--- src/rtl/core/mccs_pkg.sv ---
package mccs_pkg;

  // Command codes carried on the input tuser
  localparam logic [1:0] CMD_ARM    = 2'd0;
  localparam logic [1:0] CMD_CANCEL = 2'd1;
  localparam logic [1:0] CMD_ADV    = 2'd2;

  // Result kinds carried on the output tuser
  localparam logic KIND_FIRED   = 1'b0;
  localparam logic KIND_SUMMARY = 1'b1;

  // Field widths and limits
  localparam int unsigned SLOT_W  = 3;
  localparam int unsigned TIME_W  = 31;
  localparam int unsigned DATA_W  = 72;
  localparam logic [TIME_W-1:0] TIME_MAX = {TIME_W{1'b1}};

  // Controller to datapath commands
  typedef struct packed {
    logic cap;       // latch the accepted item
    logic apply;     // arm or cancel the latched slot, restart the scan
    logic ex;        // retire the slot under scan
    logic sum;       // load the summary result
  } mccs_cmd_t;

  // Datapath to controller status
  typedef struct packed {
    logic fire;      // slot under scan fires
    logic idx_last;  // scan sits on the final slot
    logic out_free;  // output register can take a result
  } mccs_stat_t;

endpackage

--- src/rtl/core/multi_channel_countdown_scheduler.sv ---
// Channel  Dir  tdata (low bit first)                          tuser      tlast
// s_axis   in   task_slot[2:0] delay_ms[30:0] elapsed_ms[30:0]  command    -
// m_axis   out  fired_slot[2:0] fired_elapsed_ms[30:0]          kind       last
//               soonest_ms[30:0]
//
// Each item goes through these steps in order, and output stalls can hold it:
// accept, arm or cancel, a table read and a writeback for each slot, then
// the summary. The slot table has a single read and a single write port.
// Reset clears all active flags; timer values need no reset.
// A full output register holds the scan at the next firing slot.
module multi_channel_countdown_scheduler import mccs_pkg::*; #(
  parameter int unsigned TASK_COUNT = 8
) (
  input  logic              clk_i,
  input  logic              rst_ni,
  input  logic              s_axis_tvalid,
  output logic              s_axis_tready,
  input  logic [DATA_W-1:0] s_axis_tdata,   // task_slot, delay_ms, elapsed_ms
  input  logic [1:0]        s_axis_tuser,   // command
  output logic              m_axis_tvalid,
  input  logic              m_axis_tready,
  output logic [DATA_W-1:0] m_axis_tdata,   // fired_slot, fired_elapsed_ms, soonest_ms
  output logic              m_axis_tuser,   // kind
  output logic              m_axis_tlast
);

  mccs_cmd_t  cmd;
  mccs_stat_t stat;

  mccs_ctrl u_ctrl (
    .clk_i      (clk_i),
    .rst_ni     (rst_ni),
    .in_valid_i (s_axis_tvalid),
    .in_ready_o (s_axis_tready),
    .stat_i     (stat),
    .cmd_o      (cmd)
  );

  mccs_dp #(
    .TASK_COUNT (TASK_COUNT)
  ) u_dp (
    .clk_i       (clk_i),
    .rst_ni      (rst_ni),
    .cmd_i       (cmd),
    .stat_o      (stat),
    .in_user_i   (s_axis_tuser),
    .in_data_i   (s_axis_tdata),
    .out_valid_o (m_axis_tvalid),
    .out_ready_i (m_axis_tready),
    .out_data_o  (m_axis_tdata),
    .out_user_o  (m_axis_tuser),
    .out_last_o  (m_axis_tlast)
  );

endmodule

--- src/rtl/core/mccs_ctrl.sv ---
module mccs_ctrl import mccs_pkg::*; (
  input  logic       clk_i,
  input  logic       rst_ni,
  input  logic       in_valid_i,
  output logic       in_ready_o,
  input  mccs_stat_t stat_i,
  output mccs_cmd_t  cmd_o
);

  localparam logic [2:0] S_IDLE = 3'd0;
  localparam logic [2:0] S_CMD  = 3'd1;
  localparam logic [2:0] S_RD   = 3'd2;
  localparam logic [2:0] S_EX   = 3'd3;
  localparam logic [2:0] S_SUM  = 3'd4;

  logic [2:0] state_q, state_d;

  // Sequence one item: apply, scan every slot, then summarize
  always_comb begin
    state_d    = state_q;
    cmd_o      = '0;
    in_ready_o = 1'b0;
    case (state_q)
      S_IDLE: begin
        in_ready_o = 1'b1;
        if (in_valid_i) begin
          cmd_o.cap = 1'b1;
          state_d   = S_CMD;
        end
      end
      S_CMD: begin
        cmd_o.apply = 1'b1;
        state_d     = S_RD;
      end
      S_RD: begin
        state_d = S_EX;
      end
      S_EX: begin
        if (!stat_i.fire || stat_i.out_free) begin
          cmd_o.ex = 1'b1;
          state_d  = stat_i.idx_last ? S_SUM : S_RD;
        end
      end
      S_SUM: begin
        if (stat_i.out_free) begin
          cmd_o.sum = 1'b1;
          state_d   = S_IDLE;
        end
      end
      default: begin
        state_d = S_IDLE;
      end
    endcase
  end

  always_ff @(posedge clk_i or negedge rst_ni) begin
    if (!rst_ni) begin
      state_q <= S_IDLE;
    end else begin
      state_q <= state_d;
    end
  end

endmodule

--- src/rtl/core/mccs_dp.sv ---
module mccs_dp import mccs_pkg::*; #(
  parameter int unsigned TASK_COUNT = 8
) (
  input  logic              clk_i,
  input  logic              rst_ni,
  input  mccs_cmd_t         cmd_i,
  output mccs_stat_t        stat_o,
  input  logic [1:0]        in_user_i,
  input  logic [DATA_W-1:0] in_data_i,
  output logic              out_valid_o,
  input  logic              out_ready_i,
  output logic [DATA_W-1:0] out_data_o,
  output logic              out_user_o,
  output logic              out_last_o
);

  localparam int unsigned IDX_W = (TASK_COUNT > 1) ? $clog2(TASK_COUNT) : 1;

  // Latched item
  logic [1:0]        cmd_q;
  logic [SLOT_W-1:0] slot_q;
  logic [TIME_W-1:0] delay_q;
  logic [TIME_W-1:0] elapsed_q;

  // Slot table
  logic [TASK_COUNT-1:0] active_q;
  logic signed [31:0]    rem_mem [TASK_COUNT];
  logic [TIME_W-1:0]     tot_mem [TASK_COUNT];
  logic signed [31:0]    rem_rd_q;
  logic [TIME_W-1:0]     tot_rd_q;

  // Scan state
  logic [IDX_W-1:0]   idx_q;
  logic signed [31:0] min_q;

  // Output register
  logic              out_valid_q;
  logic [DATA_W-1:0] out_data_q;
  logic              out_user_q;
  logic              out_last_q;

  logic              slot_ok, arm_ok, cancel_ok, is_adv, act, upd, fire, keep;
  logic              idx_last, out_free, mem_we;
  logic [IDX_W-1:0]  slot_idx, wr_idx;
  logic [TIME_W-1:0] el_eff, new_tot, soon;
  logic [32:0]       diff;
  logic [31:0]       tot_sum;
  logic signed [31:0] new_rem, wr_rem;
  logic [TIME_W-1:0] wr_tot;

  // Latch the accepted item
  always_ff @(posedge clk_i) begin
    if (cmd_i.cap) begin
      cmd_q     <= in_user_i;
      slot_q    <= in_data_i[SLOT_W-1:0];
      delay_q   <= in_data_i[SLOT_W+TIME_W-1:SLOT_W];
      elapsed_q <= in_data_i[SLOT_W+2*TIME_W-1:SLOT_W+TIME_W];
    end
  end

  // Decode the latched command
  assign slot_ok   = {4'b0000, slot_q} < 7'(TASK_COUNT);
  assign slot_idx  = IDX_W'(slot_q);
  assign arm_ok    = (cmd_q == CMD_ARM) && slot_ok;
  assign cancel_ok = (cmd_q == CMD_CANCEL) && slot_ok;
  assign is_adv    = (cmd_q == CMD_ADV);
  assign el_eff    = is_adv ? elapsed_q : '0;

  // Count down and accumulate, both saturating
  assign diff    = {rem_rd_q[31], rem_rd_q} - {2'b00, el_eff};
  assign new_rem = (diff[32] != diff[31]) ? {1'b1, 31'd0} : diff[31:0];
  assign tot_sum = {1'b0, tot_rd_q} + {1'b0, el_eff};
  assign new_tot = tot_sum[31] ? TIME_MAX : tot_sum[TIME_W-1:0];

  assign act      = active_q[idx_q];
  assign upd      = is_adv && act;
  assign fire     = upd && (new_rem[31] || (new_rem == '0));
  assign keep     = act && !fire;
  assign idx_last = (idx_q == IDX_W'(TASK_COUNT - 1));
  assign out_free = !out_valid_q || out_ready_i;

  // Table write port: arm load or scan writeback
  assign mem_we = (cmd_i.apply && arm_ok) || (cmd_i.ex && upd);
  assign wr_idx = cmd_i.apply ? slot_idx : idx_q;
  assign wr_rem = cmd_i.apply ? $signed({1'b0, delay_q}) : new_rem;
  assign wr_tot = cmd_i.apply ? '0 : new_tot;

  always_ff @(posedge clk_i) begin
    if (mem_we) begin
      rem_mem[wr_idx] <= wr_rem;
      tot_mem[wr_idx] <= wr_tot;
    end
    rem_rd_q <= rem_mem[idx_q];
    tot_rd_q <= tot_mem[idx_q];
  end

  // Active flags: set on arm, clear on cancel or fire
  always_ff @(posedge clk_i or negedge rst_ni) begin
    if (!rst_ni) begin
      active_q <= '0;
    end else begin
      if (cmd_i.apply && arm_ok) begin
        active_q[slot_idx] <= 1'b1;
      end
      if (cmd_i.apply && cancel_ok) begin
        active_q[slot_idx] <= 1'b0;
      end
      if (cmd_i.ex && fire) begin
        active_q[idx_q] <= 1'b0;
      end
    end
  end

  // Advance the scan index and track the soonest surviving deadline
  always_ff @(posedge clk_i or negedge rst_ni) begin
    if (!rst_ni) begin
      idx_q <= '0;
      min_q <= '0;
    end else if (cmd_i.apply) begin
      idx_q <= '0;
      min_q <= $signed({1'b0, TIME_MAX});
    end else if (cmd_i.ex) begin
      if (!idx_last) begin
        idx_q <= idx_q + 1'b1;
      end
      if (keep && (new_rem < min_q)) begin
        min_q <= new_rem;
      end
    end
  end

  assign soon = min_q[31] ? '0 : min_q[TIME_W-1:0];

  // Output register: load a fired or summary item, drop it once taken
  always_ff @(posedge clk_i or negedge rst_ni) begin
    if (!rst_ni) begin
      out_valid_q <= 1'b0;
    end else if ((cmd_i.ex && fire) || cmd_i.sum) begin
      out_valid_q <= 1'b1;
    end else if (out_ready_i) begin
      out_valid_q <= 1'b0;
    end
  end

  always_ff @(posedge clk_i) begin
    if (cmd_i.ex && fire) begin
      out_data_q <= {7'd0, {TIME_W{1'b0}}, new_tot, SLOT_W'(idx_q)};
      out_user_q <= KIND_FIRED;
      out_last_q <= 1'b0;
    end else if (cmd_i.sum) begin
      out_data_q <= {7'd0, soon, {TIME_W{1'b0}}, {SLOT_W{1'b0}}};
      out_user_q <= KIND_SUMMARY;
      out_last_q <= 1'b1;
    end
  end

  assign out_valid_o     = out_valid_q;
  assign out_data_o      = out_data_q;
  assign out_user_o      = out_user_q;
  assign out_last_o      = out_last_q;
  assign stat_o.fire     = fire;
  assign stat_o.idx_last = idx_last;
  assign stat_o.out_free = out_free;

`ifndef NO_ASSERTIONS
  a_fire_room: assert property (@(posedge clk_i) disable iff (!rst_ni)
    (cmd_i.ex && fire) |-> out_free)
    else $error("fired item loaded over a pending result");

  a_sum_room: assert property (@(posedge clk_i) disable iff (!rst_ni)
    cmd_i.sum |-> out_free)
    else $error("summary loaded over a pending result");

  a_fire_clears: assert property (@(posedge clk_i) disable iff (!rst_ni)
    (cmd_i.ex && fire) |=> !active_q[$past(idx_q)])
    else $error("fired slot still active");

  a_no_overlap: assert property (@(posedge clk_i) disable iff (!rst_ni)
    !(cmd_i.ex && cmd_i.sum) && !(cmd_i.apply && cmd_i.ex))
    else $error("conflicting datapath commands");
`endif

endmodule

--- config.mk ---
export PLATFORM = sky130hd
export DESIGN_NAME = multi_channel_countdown_scheduler
export DESIGN_NICKNAME = d
export VERILOG_FILES = /design/src/rtl/core/mccs_pkg.sv /design/src/rtl/core/multi_channel_countdown_scheduler.sv /design/src/rtl/core/mccs_ctrl.sv /design/src/rtl/core/mccs_dp.sv
export SDC_FILE = /design/constraint.sdc
export NUM_CORES = 1
export LEC_CHECK = 0
export BUFFER_PORTS_ARGS = -buffer_cell sky130_fd_sc_hd__buf_2
export CORE_MARGIN = 2
export CORE_UTILIZATION = 61
export DETAILED_ROUTE_END_ITERATION = 8
export PLACE_DENSITY = 0.79
export SYNTH_ARGS = -nofsm -noshare
export SYNTH_HDL_FRONTEND = slang
export SYNTH_SLANG_ARGS = --single-unit
--- constraint.sdc ---
create_clock -name clk_i -period 9.26 [get_ports clk_i]
set_input_delay 1.852 -clock clk_i [delete_from_list [all_inputs] [get_ports clk_i]]
set_output_delay 1.852 -clock clk_i [all_outputs]
set_load 0.01 [all_outputs]
==> flow_summary.json, run 1 <==
{
  "grt_max_degree": 93,
  "post_drt_wl_per_cell_um": 25.4,
  "pin_count": 154,
  "fmax_mhz": 115,
  "p_leak_nw": 13.9,
  "relSlewSlack_pct": 11.4,
  "max_stage_delay_ns": 0.61,
  "synth_top_area_cell": "edfxtp_1",
  "drive_above_1_share_pct": 19.1,
  "p_seq_share_pct": 36.9,
  "gr-total-overflow": 0,
  "avgSynthCellArea_um2": 14.0,
  "dp_hpwl_um": 51500,
  "hp-class": "reg -> reg",
  "vias_per_cell": 6.33,
  "place_congestion": 0.942,
  "htreeDepth": 3,
  "hold_buffers": 0,
  "async_flop_share_pct": 6.29,
  "ir_drop_v": 0.000260,
  "crit_path_end_kind": "flip-flop",
  "arrival_ns": 9.18,
  "min_from": "u_dp.out_user_o",
  "fin_crit_sh_pct": 93.9,
  "tritoncts": "built",
  "slowest_stage": "ha_1",
  "die_area_mm2": 0.0550,
  "path_max_fanout": 24,
  "die_y_um": 235,
  "ys_top_cells_by_area": "edfxtp_1 (56%), mux4_2 (8.9%), dfxtp_1 (5.9%)",
  "startpoint": "u_dp.cmd_q[0]",
  "insertion_delay_ns": 0.65,
  "slew_viol_final": 0,
  "crit_top_cell": "a21oi_1",
  "via_count": 20300,
  "cts_resized": 0,
  "cts_max_path_buffers": 3,
  "switching_share_pct": 38.8,
  "synth_edf_count": 605,
  "setup_viol": 0,
  "cts.clk_slew.worst_paths_ns": 0.06,
  "wl_met3_um": 7050,
  "die_w_um": 235,
  "diodes": 0,
  "fin_tns_setup_ns": 0,
  "drv_cap": 0,
  "final_area_mm2": 0.0365,
  "switchingPower_w": 0.00563,
  "antenna_found_initial": 2,
  "highest-signal-layer": "met5",
  "synth_ff_type": "edfxtp_1",
  "final_nets": 2639,
  "synth_area_mm2": 0.0324,
  "postCtsSetupRepairBufs": 0,
  "fin_skew_ns": 0.0449,
  "power_density_mw_per_mm2": 397,
  "met2_length_um": 39600,
  "ys_seq_elements": 747,
  "holdWs_ns": 0.464,
  "m1WireLength_um": 32300,
  "tightest_slew_ns": 1.32,
  "grt_pass1_wl_um": 122000,
  "pre_cts_ws_ns": 0.928,
  "start_util_pct": 61.7,
  "drtAntennaViolNets": 0,
  "critical_path_class": "reg -> reg",
  "dpl-instance-area_mm2": 0.0340,
  "p_int_w": 0.00889,
  "dr.pass1.iters": 6,
  "core_area_mm2": 0.0526,
  "run_status": "complete, no violations",
  "crit_path_start_kind": "flip-flop",
  "grt_pass1_vias": 20300,
  "final_cell_mix": "edfxtp_1 (605), nand2_1 (341), buf_2 (139)",
  "placementRows": 84,
  "final_common_cell": "edfxtp_1",
  "ys_seq_area_share_pct": 65.5,
  "portBuffers": 139,
  "first_iter_violations": 2571,
  "yosys_warnings": 0,
  "drcViolationCount": 0,
  "synth_top_area_share_pct": 56.0,
  "finish.utilization_pct": 69.5,
  "grt_usage_pct": 29.5,
  "area_delta_synth_final_pct": 12.5,
  "setup_ws_ns": 0.562,
  "cts_sinks": 747,
  "wl_um": 81500,
  "finalHoldViolCount": 0,
  "min_period_ns": 8.70,
  "combPwrFrac_pct": 41.9,
  "r2r_start": "u_dp.cmd_q[0]",
  "cts_root_buf": "clkbuf_16",
  "clock_power_share_pct": 21.1,
  "rsz0062_at_grt": "no",
  "cts_buffers": 74,
  "yosysUniqueCellTypes": 83,
  "synth_cells": 2323,
  "critPathRequiredTime_ns": 9.74
}
-- registers in the layout, summed over array words and instances (netlist names) --
| signal | flops |
|---|---|
| u_dp.rem_mem | 256 |
| u_dp.tot_mem | 248 |
| u_dp.out_data_o | 65 |
| u_dp.min_q | 32 |
| u_dp.rem_rd_q | 32 |
| u_dp.delay_q | 31 |
| u_dp.elapsed_q | 31 |
| u_dp.tot_rd_q | 31 |
| u_dp.active_q | 8 |
| u_ctrl.state_q | 3 |
| u_dp.idx_q | 3 |
| u_dp.slot_idx | 3 |
| u_dp.cmd_q | 2 |
| u_dp.out_user_o | 1 |
| u_dp.out_valid_o | 1 |
-- final timing paths --
kind / end / slack, ns / cells after the start
setup / recovery: u_dp.min_q[7] / 0.56 / 32
hold / removal: u_dp.out_user_o / 0.46 / 2
setup reg to reg: u_dp.min_q[7] / 0.56 / 32
hold reg to reg: u_dp.out_user_o / 0.46 / 2
max in group asynchronous: u_dp.idx_q[0] / 7.39 / 2
min in group asynchronous: u_dp.active_q[2] / 1.36 / 2
-- metal layers --
layer / track usage [%] / vias to the layer above
met4: 10.1 / 2
met2: 47.5 / 1011
met5: 0 / -
met3: 5.90 / 170
met1: 40.7 / 10200
li1: - / 8981
-- area by class of cell --
class	count	area, um^2
repair buffers	181	1110
clock inverters	45	507
multi-input cells	1360	10400
flip-flops and latches	747	21300
clock buffers	93	2000
well taps	688	861
inverters	99	372
fillers	3435	16000
-- kinds of logic (layout without fill, tap and decap cells) --
family	count (synthesis)	in the layout	share of synthesized area, %
DFF	747	747	65.5
and+or+nand+nor	683	683	9.44
AOI/OAI and AO/OA	361	361	7.08
buffers and inverters	222	418	2.79
muxes	172	172	10.3
adders and majority gates	98	98	3.83
xor gates and xnor gates	39	39	1.05
other	1	7	0.0116
-- critical path: cells and delay by family (launching register included) --
kind,cells,cell delay [ns]
xor+xnor,1,0.09
compound gates,17,3.28
simple gates,5,1.48
buf+inv,4,1.21
flops,1,0.54
fa+ha+maj,3,1.36
mux,2,0.50
-- synthesized netlist by cell type (7+ instances only) --
| cell | number |
|---|---|
| edfxtp_1 | 605 |
| xor2_1 | 14 |
| and2_1 | 7 |
| nand2_1 | 341 |
| mux2_2 | 13 |
| or3_1 | 10 |
| o21a_1 | 17 |
| o31ai_1 | 12 |
| dfxtp_1 | 95 |
| a21boi_1 | 17 |
| nand4_1 | 19 |
| clkbuf_1 | 77 |
| nor2_1 | 133 |
| buf_2 | 10 |
| nor3_1 | 78 |
| nand3_1 | 17 |
| nand2b_1 | 8 |
| ha_1 | 96 |
| a21o_1 | 27 |
| o21bai_1 | 9 |
| xnor2_1 | 25 |
| mux2i_1 | 25 |
| inv_1 | 99 |
| buf_4 | 16 |
| o211ai_1 | 7 |
| a211oi_1 | 9 |
| buf_1 | 20 |
| a31oi_1 | 22 |
| and3_1 | 9 |
| nor2b_1 | 21 |
| dfrtp_1 | 47 |
| mux4_2 | 128 |
| a21oi_1 | 122 |
| o21ai_0 | 66 |
-- power by group through the flow --
| stage | sequential [W] | clock, W | combinational (W) |
|---|---|---|---|
| after global routing | 0.00539 | 0.00322 | 0.00660 |
| after floorplan | 0.00520 | 0 | 0.00419 |
| final | 0.00536 | 0.00307 | 0.00609 |
| after CTS | 0.00535 | 0.00309 | 0.00599 |
| after detailed placement | 0.00542 | 0 | 0.00592 |
| after global placement | 0.00540 | 0 | 0.00569 |
-- stage by stage --
stage,cells,power [W]
after floorplan,2329,0.00939
after global placement,3075,0.0111
after detailed placement,3075,0.0113
after CTS,3213,0.0144
after global routing,3213,0.0152
final,3213,0.0145
No activity file was read; power rests on OpenSTA's default activity.
==> inputs of run 2 (changes only) <==
--- a/config.mk
+++ b/config.mk
@@ -5,11 +5,12 @@
 export SDC_FILE = /design/constraint.sdc
 export NUM_CORES = 1
 export LEC_CHECK = 0
-export BUFFER_PORTS_ARGS = -buffer_cell sky130_fd_sc_hd__buf_2
+export CAP_MARGIN = 40
 export CORE_MARGIN = 2
-export CORE_UTILIZATION = 61
+export CORE_UTILIZATION = 64
 export DETAILED_ROUTE_END_ITERATION = 8
-export PLACE_DENSITY = 0.79
+export DONT_BUFFER_PORTS = 1
+export PLACE_DENSITY = 0.8
 export SYNTH_ARGS = -nofsm -noshare
 export SYNTH_HDL_FRONTEND = slang
 export SYNTH_SLANG_ARGS = --single-unit
==> flow_summary.json, run 2 (synthesized netlist as in run 1, its figures left out) <==
{
  "via_count": 20100,
  "area_delta_synth_final_pct": 10.7,
  "htreeDepth": 3,
  "first_iter_violations": 2468,
  "fin_crit_sh_pct": 85.2,
  "vias_per_cell": 6.55,
  "min_period_ns": 7.89,
  "wl_um": 78700,
  "pin_count": 154,
  "hold_depth": 2,
  "relSlewSlack_pct": 33.6,
  "tritoncts": "built",
  "antenna_found_initial": 0,
  "gr-total-overflow": 0,
  "power_density_mw_per_mm2": 401,
  "rsz0062_at_grt": "no",
  "dp_hpwl_um": 48900,
  "r2r_start": "u_dp.cmd_q[0]",
  "cts.clk_slew.worst_paths_ns": 0.06,
  "core_area_mm2": 0.0501,
  "min_from": "u_dp.min_q[4]",
  "placementRows": 82,
  "r2r_slack_ns": 1.37,
  "cts_root_buf": "clkbuf_16",
  "final_cell_mix": "edfxtp_1 (605), nand2_1 (341), mux4_2 (128)",
  "drive_above_1_share_pct": 14.1,
  "p_leak_nw": 13.3,
  "drtAntennaViolNets": 0,
  "slew_viol_final": 0,
  "holdPathEnd": "u_dp.min_q[4]",
  "postCtsSetupRepairBufs": 0,
  "start_util_pct": 64.8,
  "drcViolationCount": 0,
  "fill_cells": 3169,
  "pre_cts_ws_ns": 1.54,
  "place_congestion": 0.942,
  "hold_buffers": 0,
  "arrival_ns": 8.38,
  "r2r_end": "u_dp.min_q[5]",
  "final_common_cell": "edfxtp_1",
  "ir_drop_v": 0.000268,
  "crit_path_end_kind": "flip-flop",
  "slowest_stage": "edfxtp_1",
  "crit_path_start_kind": "flip-flop",
  "insertion_delay_ns": 0.63,
  "die_y_um": 229,
  "max_stage_delay_ns": 0.54,
  "cts_buffers": 75,
  "tightest_slew_ns": 0.997,
  "ff2ff_path_depth": 32,
  "fin_skew_ns": 0.0367,
  "post_drt_wl_per_cell_um": 25.6,
  "multi_input_area_mm2": 0.0104,
  "critical_path_class": "reg -> reg",
  "grt_pass1_vias": 20000,
  "largest_reg_flops": 256,
  "finalHoldViolCount": 0,
  "path_max_fanout": 40,
  "regArea_mm2": 0.0213,
  "crit_top_cell": "a21oi_1",
  "cts_resized": 0,
  "critPathRequiredTime_ns": 9.76,
  "grt_usage_pct": 30.3,
  "die_area_mm2": 0.0525,
  "setup_ws_ns": 1.37,
  "fin_tns_setup_ns": 0,
  "drv_cap": 0,
  "cts_sinks": 747,
  "grt_max_degree": 111,
  "diodes": 0,
  "grt_pass1_wl_um": 119000,
  "run_status": "complete, no violations",
  "dr.pass1.iters": 6,
  "final_nets": 2511,
  "hp-class": "reg -> reg",
  "setup_viol": 0,
  "portBuffers": 0,
  "die_w_um": 229,
  "regMostFlops": "u_dp.rem_mem",
  "fmax_mhz": 127,
  "cts_max_path_buffers": 3
}
-- run 2: cell type report --
type | instances | share of cell area [%]
well taps | 672 | 2.34
clock inverters | 37 | 1.11
clock buffers | 100 | 5.57
inverters | 99 | 1.03
flip-flops and latches | 747 | 59.2
multi-input cells | 1360 | 29.0
repair buffers | 52 | 1.80
-- run 2: layer usage --
metal / GRT usage (%) / up-vias / part of all wire (%)
met3: 5.99 / 230 / 9.2
met2: 47.9 / 1172 / 47
met1: 41.4 / 9927 / 39
li1: - / 8747 / -
met5: 0 / - / 0
met4: 13.3 / 0 / 4.4
-- run 2: worst max-delay path by stage --
stage | from | to | depth (start not counted)
final | u_dp.cmd_q[0] | u_dp.min_q[5] | 32
after CTS | u_dp.cmd_q[0] | u_dp.min_q[9] | 30
after global routing | u_dp.cmd_q[0] | u_dp.min_q[13] | 32
after detailed placement | u_dp.cmd_q[0] | u_dp.min_q[9] | 30
after floorplan | u_dp.cmd_q[0] | u_dp.rem_mem[2][0] | 27
after global placement | u_dp.cmd_q[0] | u_dp.rem_mem[2][3] | 24
-- run 2: critical path: cells and delay by family, from the launching register on --
family                   cells  cell delay [ns]
AO/OA/AOI/OAI               16             3.05
buffers and inverters        4             1.38
adder cells (fa/ha/maj)      3             1.08
AND/OR/NAND/NOR              6             0.92
multiplexers                 2             0.55
flip-flops                   1             0.54
XOR/XNOR                     1             0.13
-- run 2: through the flow --
step	std cells	area, um^2	hold slack [ns]	power (W)	utilization (%)
3_3_place_gp	2918	33300	0.497	0.0110	66.6
4_1_cts	3064	35900	0.543	0.0143	71.7
2_1_floorplan	2329	32500	0.479	0.00939	-
6_report	3067	35900	0.546	0.0144	71.7
5_1_grt	3067	35900	0.562	0.0151	71.7
3_5_place_dp	2927	33500	0.528	0.0113	66.9
-- run 2: report_power, final --
group	total (W)	switching, W	internal [W]	leakage (nW)
Sequential	0.00528	0.000272	0.00501	6.82
Clock	0.00299	0.00127	0.00173	1.18
Combinational	0.00614	0.00403	0.00211	5.32
==> inputs of run 3 (changes only) <==
--- a/config.mk
+++ b/config.mk
@@ -7,10 +7,10 @@
 export LEC_CHECK = 0
 export CAP_MARGIN = 40
 export CORE_MARGIN = 2
-export CORE_UTILIZATION = 64
+export CORE_UTILIZATION = 55
 export DETAILED_ROUTE_END_ITERATION = 8
 export DONT_BUFFER_PORTS = 1
-export PLACE_DENSITY = 0.8
+export PLACE_DENSITY = 0.7
 export SYNTH_ARGS = -nofsm -noshare
 export SYNTH_HDL_FRONTEND = slang
 export SYNTH_SLANG_ARGS = --single-unit
==> flow_summary.json, run 3 (synthesized netlist as in run 1, its figures left out) <==
{
  "vias_per_cell": 6.23,
  "multi_input_area_mm2": 0.0104,
  "combPwrFrac_pct": 41.6,
  "holdPathEnd": "u_dp.out_user_o",
  "slew_viol_final": 0,
  "startpoint": "u_dp.cmd_q[0]",
  "clock_power_share_pct": 21.3,
  "insertion_delay_ns": 0.63,
  "final_common_cell": "edfxtp_1",
  "portBuffers": 0,
  "postCtsSetupRepairBufs": 0,
  "crit_path_start_kind": "flip-flop",
  "grt_pass1_wl_um": 120000,
  "regMostFlops": "u_dp.rem_mem",
  "grt_usage_pct": 26.6,
  "ff2ff_path_depth": 24,
  "grt_pass1_vias": 19500,
  "hp-class": "reg -> reg",
  "setup_viol": 0,
  "switchingPower_w": 0.00556,
  "r2r_slack_ns": 0.77,
  "tritoncts": "built",
  "post_drt_wl_per_cell_um": 25.4,
  "drv_cap": 0,
  "cts_buffers": 76,
  "dp_hpwl_um": 51600,
  "p_leak_nw": 13.3,
  "fin_skew_ns": 0.0300,
  "finalHoldViolCount": 0,
  "path_max_fanout": 24,
  "ir_drop_v": 0.000312,
  "switching_share_pct": 38.4,
  "drive_above_1_share_pct": 14.3,
  "pin_count": 154,
  "cts_resized": 0,
  "p_seq_share_pct": 37.1,
  "crit_path_end_kind": "flip-flop",
  "die_y_um": 247,
  "relSlewSlack_pct": 36.2,
  "min_from": "u_dp.out_user_o",
  "critical_path_class": "reg -> reg",
  "wl_um": 80500,
  "cts_max_path_buffers": 3,
  "grt_max_degree": 64,
  "htreeDepth": 3,
  "dr.pass1.iters": 7,
  "r2r_start": "u_dp.cmd_q[0]",
  "hold_depth": 2,
  "final_nets": 2513,
  "final_cell_mix": "edfxtp_1 (605), nand2_1 (341), mux4_2 (128)",
  "antenna_found_initial": 4,
  "fin_tns_setup_ns": 0,
  "regArea_mm2": 0.0213,
  "tightest_slew_ns": 0.947,
  "run_status": "complete, no violations",
  "cts.clk_slew.worst_paths_ns": 0.06,
  "p_int_w": 0.00893,
  "via_count": 19800,
  "start_util_pct": 55.3,
  "area_delta_synth_final_pct": 11.1,
  "cts_root_buf": "clkbuf_16",
  "place_congestion": 0.955,
  "gr-total-overflow": 0,
  "drcViolationCount": 0,
  "rsz0062_at_grt": "no",
  "holdWs_ns": 0.542,
  "power_density_mw_per_mm2": 402,
  "fin_crit_sh_pct": 91.6,
  "finish.utilization_pct": 61.4,
  "min_period_ns": 8.49,
  "arrival_ns": 8.74,
  "placementRows": 89,
  "hold_buffers": 0,
  "die_w_um": 247,
  "r2r_end": "u_dp.rem_mem[7][25]",
  "first_iter_violations": 2027,
  "drtAntennaViolNets": 0,
  "die_area_mm2": 0.0609,
  "cts_sinks": 747,
  "critPathRequiredTime_ns": 9.51,
  "core_area_mm2": 0.0587,
  "fmax_mhz": 118,
  "fill_cells": 4306,
  "largest_reg_flops": 256
}
## run 3: changes by cell type in the layout (fill, tap and decap cells not counted), sizes merged
cell and change:
inv +3, clkinvlp +1, diode +2, clkbuf +2, clkinv -3, buf +1
## run 3: worst max-delay path by stage
stage	slack (ns)	to
2_1_floorplan	1.10	u_dp.rem_mem[2][0]
3_3_place_gp	0.90	u_dp.rem_mem[7][26]
3_5_place_dp	0.87	u_dp.rem_mem[7][25]
4_1_cts	0.81	u_dp.rem_mem[7][25]
5_1_grt	0.14	u_dp.rem_mem[7][25]
6_report	0.77	u_dp.rem_mem[7][25]
## run 3: area by class of cell
cell class | count | share of cell area [%]
Inverter | 99 | 1.03
Clock inverter | 38 | 1.24
Multi-Input combinational cell | 1360 | 28.9
Timing Repair Buffer | 53 | 1.40
Antenna cell | 2 | 0.0139
Sequential cell | 747 | 59.0
Tap cell | 773 | 2.68
Clock buffer | 102 | 5.80
## run 3: metrics by stage
step | power (W) | cells | setup slack, ns | area, um^2
2_1_floorplan | 0.00939 | 2329 | 1.10 | 32500
3_3_place_gp | 0.0111 | 3021 | 0.899 | 33400
3_5_place_dp | 0.0114 | 3032 | 0.865 | 33500
4_1_cts | 0.0145 | 3172 | 0.814 | 36000
5_1_grt | 0.0152 | 3173 | 0.144 | 36000
6_report | 0.0145 | 3174 | 0.774 | 36000
## run 3: per-layer routing
| metal | vias up | GRT usage (%) | wire [um] |
|---|---|---|---|
| li1 | 8741 | - | - |
| met1 | 9960 | 37.1 | 33200 |
| met2 | 909 | 42.4 | 38200 |
| met3 | 154 | 5.38 | 6700 |
| met4 | 6 | 8.47 | 2280 |
| met5 | - | 0 | 36 |
## run 3: power groups by stage
stage	Sequential (W)	Combinational, W	Clock (W)
after floorplan	0.00520	0.00419	0
after global placement	0.00544	0.00563	0
after detailed placement	0.00544	0.00593	0
after CTS	0.00538	0.00596	0.00313
after global routing	0.00542	0.00656	0.00325
final	0.00537	0.00603	0.00309
## run 3: worst max-delay path, stage by stage, from the launching register on
cell and delay, ns:
edfxtp_1 0.54, nor2b_2 0.63, buf_4 0.36, nand2_1 0.13
ha_1 0.45, a21oi_1 0.32, o211ai_1 0.15, a41oi_1 0.31
a21oi_1 0.14, a21oi_1 0.29, o21bai_1 0.11, a21oi_1 0.24
o21bai_1 0.11, a21oi_1 0.19, xnor2_1 0.14, ha_1 0.35
inv_1 0.48, nand3_1 0.13, o311ai_1 0.72, a211oi_1 0.12
and4_4 0.24, a21oi_4 0.32, a21oi_1 0.33, nor2_4 0.70
buf_4 0.53
